<file path="src/rtl/core/sdes8_pkg.sv">
`default_nettype none

package sdes8_pkg;

    // Number of Feistel rounds, one round cell each.
    localparam int ROUNDS_DEF = 16;

    // Configuration port geometry: one 32-bit register, word index in paddr[2].
    localparam int ADDR_W = 3;
    localparam int DATA_W = 32;
    localparam logic REG_CIPHER_KEY = 1'b0;

    // Direction codes carried in tuser.
    localparam logic CMD_ENCRYPT = 1'b0;
    localparam logic CMD_DECRYPT = 1'b1;

    // DES S-box 1, nibble {row, col} at bits [4*{row,col} +: 4].
    localparam logic [255:0] SBOX1 = {
        64'hD60A_E3B5_7194_28CF,
        64'h05A3_79CF_B26D_8E14,
        64'h8359_BC6A_1D2E_47F0,
        64'h7095_C6A3_8BF2_1D4E
    };

    // Per-round left rotation of the key nibbles, entry i at bits [2*i +: 2].
    localparam logic [31:0] ROT_SCHED = {
        2'd1, 2'd2, 2'd2, 2'd2, 2'd2, 2'd2, 2'd2, 2'd1,
        2'd2, 2'd2, 2'd2, 2'd2, 2'd2, 2'd2, 2'd1, 2'd1
    };

    // Data moving along the chain of round cells.
    typedef struct packed {
        logic       valid;
        logic       cmd;
        logic [3:0] left;
        logic [3:0] right;
    } stage_t;

    // Rotate a nibble left by sh positions.
    function automatic logic [3:0] rotl4(input logic [3:0] v, input logic [1:0] sh);
        logic [7:0] dbl;
        dbl = {v, v} << sh;
        return dbl[7:4];
    endfunction

    // Cumulative rotation of the key nibbles before round idx, modulo four.
    function automatic logic [1:0] cum_shift(input logic [3:0] idx);
        logic [1:0] acc;
        acc = 2'd0;
        for (int i = 0; i < 16; i++) begin
            if (4'(i) <= idx) begin
                acc = acc + ROT_SCHED[2*i +: 2];
            end
        end
        return acc;
    endfunction

    // Round key idx from the master key.
    function automatic logic [5:0] round_key(input logic [7:0] key, input logic [3:0] idx);
        logic [7:0] k;
        logic [3:0] c;
        logic [3:0] d;
        logic [5:0] cd;
        logic [5:0] rev;
        k   = {key[6:0], key[7]};
        c   = rotl4(k[7:4], cum_shift(idx));
        d   = rotl4(k[3:0], cum_shift(idx));
        cd  = {c[2:0], d[2:0]};
        for (int i = 0; i < 6; i++) begin
            rev[5-i] = cd[i];
        end
        return rev;
    endfunction

    // Round function: expansion, key mix, S-box, rotate.
    function automatic logic [3:0] round_f(input logic [3:0] r, input logic [5:0] k);
        logic [5:0] x;
        logic [5:0] idx;
        x   = {r[0], r[3], r[2], r[1], r[0], r[2]} ^ k;
        idx = {x[5], x[0], x[4:1]};
        return rotl4(SBOX1[{idx, 2'b00} +: 4], 2'd1);
    endfunction

endpackage

`default_nettype wire

</file>
<file path="src/rtl/core/sdes8_key_sched.sv">
`default_nettype none

module sdes8_key_sched
    import sdes8_pkg::*;
#(
    parameter int ROUNDS = ROUNDS_DEF
) (
    input  wire logic [7:0]              cipher_key,
    output logic      [ROUNDS-1:0][5:0]  key_enc,
    output logic      [ROUNDS-1:0][5:0]  key_dec
);

    // Each cell position gets its forward key and the mirrored key for decryption.
    for (genvar i = 0; i < ROUNDS; i++) begin : g_key
        assign key_enc[i] = round_key(cipher_key, 4'(i));
        assign key_dec[i] = round_key(cipher_key, 4'(ROUNDS - 1 - i));
    end

endmodule

`default_nettype wire

</file>
<file path="src/rtl/core/sdes8_round_cell.sv">
`default_nettype none

module sdes8_round_cell
    import sdes8_pkg::*;
(
    input  wire logic       aclk,
    input  wire logic       aresetn,
    input  wire logic       advance,
    input  wire logic [5:0] key_enc,
    input  wire logic [5:0] key_dec,
    input  wire stage_t     stage_in,
    output stage_t          stage_out
);

    logic       valid_reg;
    logic       cmd_reg;
    logic [3:0] left_reg;
    logic [3:0] right_reg;
    logic [5:0] key_sel;
    logic [3:0] right_next;

    // One Feistel round on the item entering this cell.
    assign key_sel    = (stage_in.cmd == CMD_DECRYPT) ? key_dec : key_enc;
    assign right_next = stage_in.left ^ round_f(stage_in.right, key_sel);

    // Valid flag follows the chain and is cleared by reset.
    always_ff @(posedge aclk) begin
        if (!aresetn) begin
            valid_reg <= 1'b0;
        end else if (advance) begin
            valid_reg <= stage_in.valid;
        end
    end

    // Payload moves with the chain.
    always_ff @(posedge aclk) begin
        if (advance) begin
            cmd_reg   <= stage_in.cmd;
            left_reg  <= stage_in.right;
            right_reg <= right_next;
        end
    end

    assign stage_out = '{valid: valid_reg, cmd: cmd_reg, left: left_reg, right: right_reg};

endmodule

`default_nettype wire

</file>
<file path="src/rtl/core/mini_des_8bit_block_cipher.sv">
`default_nettype none

// Channel   Direction  tdata            tuser        Notes
// s_ (in)   input      [7:0] data_in    [0] cmd      high nibble is the left half
// m_ (out)  output     [7:0] data_out   none         halves swapped after last round
// APB       config     cipher_key at byte address 0, 32-bit data
//
// Each item passes through ROUNDS round cells, one round per cell, each cell
// registered; a new item is taken every cycle unless the chain holds.
// The last cell is the output register. When it holds an item that is not taken,
// the whole chain holds and s_tready drops. Reset is synchronous and clears the
// valid flags of all cells and the key register.

module mini_des_8bit_block_cipher
    import sdes8_pkg::*;
#(
    parameter int ROUNDS = ROUNDS_DEF
) (
    input  wire logic              aclk,
    input  wire logic              aresetn,

    input  wire logic              s_tvalid,
    output logic                   s_tready,
    input  wire logic [7:0]        s_tdata,   // [7:0] data_in
    input  wire logic              s_tuser,   // [0] cmd

    output logic                   m_tvalid,
    input  wire logic              m_tready,
    output logic      [7:0]        m_tdata,   // [7:0] data_out

    input  wire logic              psel,
    input  wire logic              penable,
    input  wire logic              pwrite,
    input  wire logic [ADDR_W-1:0] paddr,
    input  wire logic [DATA_W-1:0] pwdata,
    output logic      [DATA_W-1:0] prdata,
    output logic                   pready
);

    logic [7:0]             cipher_key_reg;
    logic [ROUNDS-1:0][5:0] key_enc;
    logic [ROUNDS-1:0][5:0] key_dec;
    stage_t                 chain [ROUNDS+1];
    logic                   advance;

    // Configuration register write and readback.
    assign pready = 1'b1;

    always_ff @(posedge aclk) begin
        if (!aresetn) begin
            cipher_key_reg <= 8'd0;
        end else if (psel && penable && pwrite && pready && paddr[2] == REG_CIPHER_KEY) begin
            cipher_key_reg <= pwdata[7:0];
        end
    end

    assign prdata = (paddr[2] == REG_CIPHER_KEY) ? {{(DATA_W-8){1'b0}}, cipher_key_reg}
                                                 : '0;

    // Round keys for every cell position.
    sdes8_key_sched #(
        .ROUNDS(ROUNDS)
    ) u_key_sched (
        .cipher_key (cipher_key_reg),
        .key_enc    (key_enc),
        .key_dec    (key_dec)
    );

    // The chain moves unless the last cell holds an item that is not taken.
    assign advance  = !chain[ROUNDS].valid || m_tready;
    assign s_tready = advance;

    assign chain[0] = '{valid: s_tvalid, cmd: s_tuser, left: s_tdata[7:4],
                        right: s_tdata[3:0]};

    for (genvar i = 0; i < ROUNDS; i++) begin : g_cell
        sdes8_round_cell u_cell (
            .aclk      (aclk),
            .aresetn   (aresetn),
            .advance   (advance),
            .key_enc   (key_enc[i]),
            .key_dec   (key_dec[i]),
            .stage_in  (chain[i]),
            .stage_out (chain[i+1])
        );
    end

    // Result is the final halves swapped.
    assign m_tvalid = chain[ROUNDS].valid;
    assign m_tdata  = {chain[ROUNDS].right, chain[ROUNDS].left};

endmodule

`default_nettype wire

</file>
<file path="config.mk">
export PLATFORM = sky130hd
export DESIGN_NAME = mini_des_8bit_block_cipher
export DESIGN_NICKNAME = d
export VERILOG_FILES = /design/src/rtl/core/sdes8_pkg.sv /design/src/rtl/core/sdes8_key_sched.sv /design/src/rtl/core/sdes8_round_cell.sv /design/src/rtl/core/mini_des_8bit_block_cipher.sv
export SDC_FILE = /design/constraint.sdc
export NUM_CORES = 1
export LEC_CHECK = 0
export ABC_AREA = 1
export BUFFER_PORTS_ARGS = -buffer_cell sky130_fd_sc_hd__buf_2
export CAP_MARGIN = 20
export CORE_UTILIZATION = 64
export DETAILED_ROUTE_END_ITERATION = 8
export GPL_TIMING_DRIVEN = 1
export HOLD_SLACK_MARGIN = 0.12
export PLACE_DENSITY = 0.83
export SLEW_MARGIN = 20
export SYNTH_ARGS = -nofsm -noshare
export SYNTH_HDL_FRONTEND = slang
export SYNTH_SLANG_ARGS = --single-unit
</file>
<file path="constraint.sdc">
create_clock -name aclk -period 8.5 [get_ports aclk]
set_clock_uncertainty 0.05 [all_clocks]
set_input_delay 1.275 -clock aclk [delete_from_list [all_inputs] [get_ports aclk]]
set_output_delay 1.275 -clock aclk [all_outputs]
set_load 0.02 [all_outputs]
</file>
==> impl_metrics.csv <==
group,metric,value,unit
floorplanning,rows,63,
layout,layout_common_cells,"1225 x nand2_1, 890 x nand3_1, 219 x inv_1",
power_and_ir_drop,swShare,55.4,%
critical_path,worstReg2RegEnd,"g_cell[3].u_cell.right_reg[1]",
floorplanning,die_area,30700,um2
global_routing,gr-total-overflow,0,
layout,layout-drive-gt1-share,7.49,%
cts,cts_buffers,17,
routing,drt.antenna.violating_nets,0,
floorplanning,die_h,175,um
synth,synth_cell_type_count,26,
power_and_ir_drop,peakVddDrop,0.000185,V
timing,fin_crit_sh,49.1,%
cts,cts_sinks,167,
routing,viasPerCell,5.96,
critical_path,required,7.17,ns
power_and_ir_drop,internal_power,3.65,mW
floorplanning,ioPinCount,94,
power_and_ir_drop,p_switching,4.54,mW
routing,routed-via-count,20300,
critical_path,cp.arrival,2.85,ns
synth,netlist_instances,3042,
cts,cts_buffer_depth,2,
placement,portBuffers,42,
hold_path,hold_depth,2,
critical_path,endpoint,"s_tready",
timing,setup-violations-final,0,
critical_path,worstSetupPathType,"primary input to output port",
critical_path,r2r_cells,15,
synth,synthArstFlopShare,0,%
critical_path,end_kind,"output port",
layout,fillers,2708,
synth,synth_edf_count,143,
routing,first_pass_iters,8,
layout,fin_nets,3184,
timing,finalHoldViolations,0,
timing,drv_slew,0,
layout,final_common_cell,"nand2_1",
synth,ys_warn_count,0,
critical_path,cp_max_fo,40,
synth,syn_area,19200,um2
placement,dp_hpwl,37.1,mm
routing,wl,53.1,mm
layout,multiInputGateArea,12500,um2
layout,stdcell_count,3408,
timing,worst_slew_pin_slew,1.05,ns
timing,fin_crit,4.17,ns
cts,ctsRootBufferMaster,"clkbuf_16",
synth,ys_ff_latch,167,
layout,design_area,19600,um2
floorplanning,fp.dieW,175,um
floorplanning,coreArea,29600,um2
routing,post_drt_wl_per_cell,15.6,um
power_and_ir_drop,leakage,10.4,nW
synth,synthFlopType,"edfxtp_1",
placement,gp_congestion,0.944,
layout,seq_area,4770,um2
critical_path,startpoint,"m_tready",
synth,seq_area_frac_synth,24.8,%
hold_path,hold_path.class,"register to register",
layout,n_antenna_cell,0,
timing,rsz0062_at_grt,"no",
critical_path,cp_cell_sequence,"buf_2, nor2_1, inv_6, buf_2",
power_and_ir_drop,clockPowerShare,10.1,%
timing,max_freq,240,MHz
critical_path,cp_slowest_stage_delay,0.79,ns
cts,postCtsHoldBufs,0,
run_status,status,"finished, final reports clean",
power_and_ir_drop,power_frac_comb,69.4,%
cts,cts_setup_buffers,0,
critical_path,path_common_cell,"buf_2",
timing,setup_tns,0,ns
global_routing,antenna_found_initial,0,
cts,clkTransAtPathRegs,0.07,ns
cts,htreeDepth,4,
placement,place_worst_setup_slack,4.32,ns
global_routing,grt_pass1_wl,86.7,mm
critical_path,startpoint_type,"primary input",
cts,clk_latency,0.45,ns
placement,dp.cells,3376,
cts,cts_resized,0,
placement,placed_area,19000,um2
synth,syn_avg_cell_area,6.32,um2
power_and_ir_drop,pwr-share-seq,20.5,%
layout,syn2layout_area_growth,2.06,%
timing,slew_headroom,29.5,%
power_and_ir_drop,power,8.19,mW
layout,fin_util,66.2,%
global_routing,grt_max_degree,66,
cts,cts_tree,"yes",
floorplanning,start_util,64.9,%
critical_path,r2r-start,"cipher_key_reg[4]",
routing,drc,0,
routing,drt_iter0_markers,2582,
critical_path,critPathSlowestCell,"nor2_1",
global_routing,grt_use_total,34.4,%
timing,holdWs,0.429,ns
job,maxCapViolCount,0,
critical_path,rrSetupSlack,5.24,ns
global_routing,grt_pass1_vias,17800,
timing,fin_ws,4.33,ns
power_and_ir_drop,powerDensity,417,nW/um2
## worst min-delay path by stage
stage | endpoint | startpoint | slack, ns
global route | g_cell[2].u_cell.left_reg[1] | g_cell[1].u_cell.right_reg[1] | 0.44
global placement | g_cell[10].u_cell.valid_reg | g_cell[10].u_cell.valid_reg | 0.41
finish | g_cell[10].u_cell.valid_reg | g_cell[10].u_cell.valid_reg | 0.43
floorplan | g_cell[15].u_cell.valid_reg | g_cell[14].u_cell.valid_reg | 0.39
CTS | g_cell[2].u_cell.left_reg[1] | g_cell[1].u_cell.right_reg[1] | 0.43
detailed placement | g_cell[2].u_cell.left_reg[1] | g_cell[1].u_cell.right_reg[1] | 0.41
## cells by family after synthesis
group	after synthesis	share of synthesized area [%]
AND/OR/NAND/NOR	2233	50.6
buffers and inverters	390	10.7
flip-flops	167	24.8
adder cells (fa/ha/maj)	128	8.33
AO/OA/AOI/OAI	90	3.08
XOR/XNOR	32	2.41
other	2	0.0390
## layer usage
metal  vias to the layer above  track usage, %  part of all wire, %  wire, um
met4                         0            13.2                  3.0      1610
met5                         -               0                    0         0
li1                       9901               -                    -         -
met2                      1047            57.7                   47     25200
met1                      9218            45.2                   41     21900
met3                       153            4.16                  8.4      4460
## power by group through the flow
stage	clock network, mW	logic (mW)	registers (mW)
after CTS	0.831	5.57	1.67
after global routing	0.862	6.44	1.71
final	0.830	5.68	1.68
after floorplan	0	4.69	1.53
after global placement	0	5.41	1.67
after detailed placement	0	5.53	1.68
## synthesized netlist by cell type, types with 15 or more instances
cell type	instances	area [um2]
nand3_1	890	4450
nand3b_1	22	165
dfxtp_1	24	480
o21ai_2	28	245
nor2_1	40	150
nand2_2	54	338
nand2_1	1225	4600
xor2_1	15	131
buf_6	41	462
ha_1	128	1600
inv_2	37	139
buf_4	74	556
o21ai_0	24	120
inv_1	220	826
o21ai_1	19	95.1
edfxtp_1	143	4290
## worst max-delay path, delay by kind of cell
family / cells / cell delay [ns]
buf+inv: 3 / 0.73
simple gates: 1 / 0.79
## cell type report
class                           instances  share of cell area (%)
Clock inverter                         13                   0.739
Inverter                              259                    5.00
Tap cell                              390                    2.49
Multi-Input combinational cell       2508                    63.6
Timing Repair Buffer                   52                    1.45
Sequential cell                       167                    24.3
Clock buffer                           19                    2.42
Power figures use the tool's default switching activity.
